[config.mk]
export PLATFORM = sky130hd
export DESIGN_NAME = senc_filter
export DESIGN_NICKNAME = d
export VERILOG_FILES = /design/src/hdl/senc_pkg.sv /design/src/hdl/senc_filter.sv
export SDC_FILE = /design/constraint.sdc
export NUM_CORES = 1
export LEC_CHECK = 0
export BUFFER_PORTS_ARGS = -buffer_cell sky130_fd_sc_hd__buf_2
export CELL_PAD_IN_SITES_DETAIL_PLACEMENT = 1
export CELL_PAD_IN_SITES_GLOBAL_PLACEMENT = 2
export CORE_MARGIN = 2
export CORE_UTILIZATION = 39
export DETAILED_ROUTE_END_ITERATION = 6
export GPL_ROUTABILITY_DRIVEN = 0
export GPL_TIMING_DRIVEN = 0
export PLACE_DENSITY = 0.95
export SLEW_MARGIN = 20
export SYNTH_ARGS = -nofsm -noshare
export SYNTH_HDL_FRONTEND = slang
export SYNTH_SLANG_ARGS = --single-unit
[constraint.sdc]
create_clock -name vclk -period 90.3
set_input_delay 13.545 -clock vclk [all_inputs]
set_output_delay 13.545 -clock vclk [all_outputs]
set_load 0.005 [all_outputs]
[src/hdl/senc_pkg.sv]
// Shared constants and types for the second-extreme neighbour clamp.
package senc_pkg;

    localparam int MAX_COLS    = 1024;
    localparam int SAMPLE_BITS = 16;
    localparam int COL_BITS    = $clog2(MAX_COLS);
    localparam int CFG_BITS    = 11;
    localparam int LINE_BITS   = 2 * SAMPLE_BITS;

    // Register indexes of the configuration port
    localparam logic REG_LINE_WIDTH = 1'b0;
    localparam logic REG_LINE_COUNT = 1'b1;

    localparam logic [CFG_BITS-1:0] LINE_WIDTH_RESET = CFG_BITS'(512);
    localparam logic [CFG_BITS-1:0] LINE_COUNT_RESET = CFG_BITS'(512);
    localparam logic [CFG_BITS-1:0] DIM_MIN          = CFG_BITS'(3);
    localparam logic [CFG_BITS-1:0] DIM_MAX          = CFG_BITS'(1024);

    typedef logic signed [SAMPLE_BITS-1:0] t_sample;

    // 3x3 window around the centre pixel
    typedef struct packed {
        t_sample tl;
        t_sample tc;
        t_sample tr;
        t_sample ml;
        t_sample mc;
        t_sample mr;
        t_sample bl;
        t_sample bc;
        t_sample br;
    } t_window;

endpackage

[src/hdl/senc_filter.sv]
// Second-extreme search over the eight neighbours and clamp of the centre.
module senc_filter (
    input  senc_pkg::t_window i_win,
    output senc_pkg::t_sample o_value
);
    import senc_pkg::*;

    t_sample nb [8];
    t_sample first;
    t_sample second;
    t_sample centre;

    always_comb begin
        nb[0] = i_win.tl;
        nb[1] = i_win.tc;
        nb[2] = i_win.tr;
        nb[3] = i_win.ml;
        nb[4] = i_win.mr;
        nb[5] = i_win.bl;
        nb[6] = i_win.bc;
        nb[7] = i_win.br;
        centre = i_win.mc;
        first  = '0;
        second = '0;
        o_value = '0;
        if (centre > 0) begin
            // Seed with the top pair, then fold in positive neighbours
            if (nb[0] > nb[1]) begin
                first  = nb[0];
                second = nb[1];
            end else begin
                first  = nb[1];
                second = nb[0];
            end
            for (int i = 2; i < 8; i++) begin
                if (nb[i] > 0) begin
                    if (nb[i] > first) begin
                        second = first;
                        first  = nb[i];
                    end else if (nb[i] > second) begin
                        second = nb[i];
                    end
                end
            end
            if (second <= 0) begin
                o_value = '0;
            end else begin
                o_value = (centre < second) ? centre : second;
            end
        end else if (centre < 0) begin
            // Mirror case: two smallest, negative neighbours only
            if (nb[0] > nb[1]) begin
                first  = nb[1];
                second = nb[0];
            end else begin
                first  = nb[0];
                second = nb[1];
            end
            for (int i = 2; i < 8; i++) begin
                if (nb[i] < 0) begin
                    if (nb[i] < first) begin
                        second = first;
                        first  = nb[i];
                    end else if (nb[i] < second) begin
                        second = nb[i];
                    end
                end
            end
            if (second >= 0) begin
                o_value = '0;
            end else begin
                o_value = (centre > second) ? centre : second;
            end
        end
    end

endmodule

==> results of run 1 <==
-- cells in the mapped netlist, types with 18 or more instances --
cell      instances  share of area (%)
a211oi_1         22               0.94
a21o_1          124                5.3
a21oi_1         179                5.1
a221o_1          22                1.3
a221oi_1         18               0.90
a22o_1           23                1.1
a22oi_1          34                1.5
and2_1           19               0.68
clkbuf_1         78                1.7
ha_1            385                 27
inv_1           182                3.9
mux2_2           39                2.5
mux2i_1          78                4.5
nand2_1         233                5.0
nand2b_1         38                1.4
nand3_1          40                1.1
nand4_1          74                2.6
nor2_1          199                4.3
nor2b_1          45                1.6
nor3_1           39                1.1
nor4_1           37                1.3
o211ai_1         34                1.5
o21a_1           49                2.1
o21ai_0         171                4.9
o22ai_1          43                1.5
-- area by class of cell --
cell class	count	share of cell area (%)
timing repair buffer	159	4.17
buffer	100	2.10
tap	592	3.88
inverter	188	3.70
multi-input combinational	2232	86.1
-- cells by family (layout without fill, tap and decap cells) --
logic type,Yosys count,count (layout)
AO/OA/AOI/OAI,916,916
XOR/XNOR,1,1
adder cells (fa/ha/maj),385,385
buffers and inverters,288,447
multiplexers,119,119
AND/OR/NAND/NOR,811,811
-- power by group --
| part | total [mW] | internal [mW] | switching [mW] |
|---|---|---|---|
| Clock | 0 | 0 | 0 |
| Combinational | 0.533 | 0.197 | 0.336 |
| Sequential | 0 | 0 | 0 |
| Total | 0.533 | 0.197 | 0.336 |
-- tightest hold or removal path: cells and delay by family --
| family | cells | cell delay [ps] |
|---|---|---|
| buf+inv | 2 | 220 |
| compound gates | 1 | 110 |
-- worst max path at each step --
stage	startpoint	endpoint	slack [ps]
4_1_cts	i_win[123]	o_value[6]	35320
3_5_place_dp	i_win[123]	o_value[6]	35450
2_1_floorplan	i_win[127]	o_value[14]	42250
5_1_grt	i_win[123]	o_value[7]	32830
6_report	i_win[123]	o_value[6]	34500
3_3_place_gp	i_win[123]	o_value[5]	35760
-- per-layer routing --
layer	vias to the layer above	track usage (%)	share of wire (%)
li1	9972	-	-
met1	10900	47.4	41
met2	1268	58.4	43
met3	268	9.98	12
met4	2	12.1	3.7
met5	-	0	0.015
-- metrics by stage --
step                      area [µm²]  hold WS (ps)
after floorplan                17500         27190
after global placement         19100         27430
after detailed placement       19100         27430
after CTS                      19100         27430
after global routing           19100         27450
final                          19100         27430
==> flow_summary.toml, run 1 <==
[outcome]
status = "finished clean"

[grt]
antenna_found_initial = 1
grt.overflow.total = 0
grt_max_degree = 12
grt_usage_pct = 36.6
grt_pass1_vias = 23000
grt_pass1_wl_mm = 134

[synth]
ys_types = 100
synthesis.nets = 3049
synth_simple_gate_area_share_pct = 22.8
synthMuxAreaShare_pct = 7.15
synth_compound_area_share_pct = 36.2
syn_area_mm2 = 0.0175
ys_seq_area_share_pct = 0
yosysWarnings = 0
synth_top_family_by_area = "compound AO/OA/AOI/OAI gates"
synthCells = 2520
synthAdderAreaFrac_pct = 27.5
synthXorXnorAreaFrac_pct = 0.0500
avgSynthCellArea_um2 = 6.95

[critical_path]
cp_top_family = "compound AO/OA/AOI/OAI gates"
endpoint_kind = "output port"
cp_num_buf_inv = 28
worst_setup_path_start_kind = "input pin"
crit_path_max_incr_delay_ps = 980
cp.depth = 102
required_ps = 76760
cp_common_cell = "clkbuf_1"
cp.arrival_ps = 42260
path_class = "input pin to output port"
worstPathMaxFanout = 10
cp_slowest_cell = "o31ai_1"

[drt]
wire_per_inst_um = 27.2
drtPass1Iterations = 6
vias = 22500
drt_iter0_drc = 2557
viasPerCell = 6.87
drt-total-wl_mm = 88.9
drcViolationCount = 0
ant_nets = 0

[hold_path]
min_path_cells = 3
hold-path-endpoint = "o_value[14]"
hold_class = "input pin to output port"
worstHoldStart = "i_win[78]"

[pwr]
power_leakage_nw = 9.39
peakVddDrop_uv = 14.6
power_density_mw_per_mm2 = 28.0
total_power_mw = 0.533

[sta]
setup_viol_count_final = 0
slew_violations = 0
layout_setup_ws_ps = 34500
rsz0062_at_grt = "no"
fin_crit_sh_pct = 61.8
finalSetupTns_ps = 0
fin_crit_ps = 55800
finalHoldViolCount = 0
maxSlewHeadroom_pct = 18.6
fmax_ghz = 0.0179
tightestPinTransition_ps = 1210

[die]
io_pins = 160
start_util_pct = 39.5
die_area_mm2 = 0.0466
die_x_um = 216
coreArea_mm2 = 0.0443
std_cell_rows = 77
fp.dieH_um = 216

[layout]
clock_buffers = 0
antenna_cells = 0
seq_area_um2 = 0
fill_cells = 5889
multi_input_area_mm2 = 0.0164
syn_to_final_growth_pct = 8.86
layout-drive-gt1-share_pct = 10.2
numSequentialCells = 0
mostFrequentLayoutCell = "ha_1"
layout.cells.non_filler = 3271
final_util_pct = 43.0
final_cell_mix = "385 x ha_1, 233 x nand2_1, 199 x nor2_1"
final_nets = 3210

[job]
maxCapViolCount = 0

[placed_design]
dp_slack_ps = 35450
portBuffers = 159
place_inst = 3271
dp_hpwl_mm = 75.1

[clock_tree]
postCtsSetupRepairBufs = 0
post_cts_resized = 0
holdBufCountCts = 0
No activity file was read; power rests on OpenSTA's default activity.
==> run 2, diff against run 1 <==
Settings changed: ABC_AREA set to 1, CORE_UTILIZATION 39 to 30, PLACE_DENSITY 0.95 to 0.87.
Clock period 90.3 ns to 47 ns, I/O delays scaled along.
==> run 2 against run 1 <==
Compared with the run above: first-iteration DRC count shrank 35%; critical endpoint is now o_value[13]; flip-flop and latch count is the same; critical path type unchanged; clock-buffer cell count is the same; die area grew 30%; area after synthesis grew 0.11%; combinational power grew 120%; hold slack lost 13000 ps; final cell count grew 22%; total power grew 120%; setup slack lost 26000 ps; critical path depth grew 3.
==> flow_summary.toml, run 2 <==
[outcome]
status = "finished clean"

[critical_path]
cp_common_cell = "inv_1"
cp.arrival_ps = 31360
worstPathMaxFanout = 10
endpoint_kind = "output port"
required_ps = 39950
crit_path_max_incr_delay_ps = 750
cp-startpoint = "i_win[127]"
cp_top_family = "compound AO/OA/AOI/OAI gates"
path_class = "input pin to output port"
cp_slowest_cell = "o21ai_0"
cp_num_buf_inv = 27
worst_setup_path_start_kind = "input pin"

[job]
maxCapViolCount = 0

[synth]
synthCells = 3075
ys_types = 61
syn_area_mm2 = 0.0175
yosysWarnings = 0
yosys.area.top_type = "ha_1"
yosysTopAreaCellShare_pct = 27.5
synthesis.nets = 3604
yosysMostFrequentCell = "nand2_1"
ys_top_cells_by_count = "801 x nand2_1, 410 x inv_1, 385 x ha_1"
synthTopCellsByArea = "ha_1 27%, nand2_1 17%, o21ai_0 10%, inv_1 8.8%, a21oi_1 5.1%"
avgSynthCellArea_um2 = 5.71
ys_seq_area_share_pct = 0

[placed_design]
portBuffers = 160
dp_hpwl_mm = 73.3
place_inst = 4000

[sta]
maxSlewHeadroom_pct = 31.0
fin_crit_ps = 38410
fmax_ghz = 0.0260
setup_viol_count_final = 0
fin_crit_sh_pct = 81.7
finalSetupTns_ps = 0
finalHoldViolCount = 0
tightestPinTransition_ps = 1020
slew_violations = 0
whs_ps = 14540
rsz0062_at_grt = "no"

[grt]
grt.overflow.total = 0
grt_pass1_wl_mm = 130
grt_pass1_vias = 22000
grt_max_degree = 11
antenna_found_initial = 2
grt_usage_pct = 27.7

[die]
coreArea_mm2 = 0.0578
die_x_um = 246
start_util_pct = 30.3
std_cell_rows = 88
die_area_mm2 = 0.0604
io_pins = 160
fp.dieH_um = 246

[drt]
drt-total-wl_mm = 86.3
ant_nets = 0
drtPass1Iterations = 5
viasPerCell = 5.65
drcViolationCount = 0
drt_iter0_drc = 1661
vias = 22600
wire_per_inst_um = 21.6

[pwr]
power_leakage_nw = 10.1
power_density_mw_per_mm2 = 59.5
peakVddDrop_uv = 30.5
total_power_mw = 1.15

[layout]
final_cell_mix = "801 x nand2_1, 410 x inv_1, 385 x ha_1"
numSequentialCells = 0
layout-drive-gt1-share_pct = 7.73
mostFrequentLayoutCell = "nand2_1"
layout.cells.non_filler = 4002
seq_area_um2 = 0
syn_to_final_growth_pct = 10.0
clock_buffers = 0
final_nets = 3766
fill_cells = 7930
final_util_pct = 33.4

[clock_tree]
post_cts_resized = 0
holdBufCountCts = 0
postCtsSetupRepairBufs = 0

[hold_path]
worstHoldStart = "i_win[67]"
hold_class = "input pin to output port"
-- run 2: layout make-up --
type	instances	area, µm²	share of cell area (%)
Antenna cell	2	5.00	0.0259
Buffer	113	509	2.64
Inverter	415	1560	8.07
Multi-Input combinational cell	2547	15500	80.2
Tap cell	765	957	4.96
Timing Repair Buffer	160	801	4.15
-- run 2: final timing paths --
kind / to / slack (ps) / cells past startpoint
max: o_value[13] / 8590 / 105
min: o_value[3] / 14540 / 4
-- run 2: cell families (layout without fill, tap and decap cells) --
kind of cell,count (synthesis),after routing,synth area share (%)
buf+inv,528,688,11.8
simple gates,1308,1308,31.7
mux,1,1,0.0571
other cells,0,2,0
xor+xnor,4,4,0.200
fa+ha+maj,385,385,27.5
compound gates,849,849,28.8
-- run 2: where the power goes --
group,total (mW),internal [mW],switching [mW],leakage [nW]
clock network,0.00000000572,0.00000000570,0,0.0000127
logic,1.15,0.375,0.773,10.1
registers,0,0,0,0
-- run 2: tightest hold or removal path, stage by stage --
cell      delay, ps
buf_2           150
o211ai_1        120
nand2_1          70
buf_2           100
-- run 2: layer usage --
| layer | share of wire [%] | wire length, µm | vias to the layer above | track usage (%) |
|---|---|---|---|---|
| met5 | 0 | 0 | - | 0 |
| met4 | 2.7 | 2330 | 0 | 6.67 |
| met3 | 7.0 | 6000 | 132 | 2.85 |
| met2 | 44 | 38300 | 742 | 45.2 |
| met1 | 46 | 39700 | 10800 | 38.6 |
| li1 | - | - | 11000 | - |
-- run 2: metrics by stage --
stage / cell area, µm² / worst slack [ps]
after floorplan: 17500 / 16310
after global placement: 19300 / 9650
after detailed placement: 19300 / 9380
after CTS: 19300 / 9330
after global routing: 19300 / 6490
final: 19300 / 8590
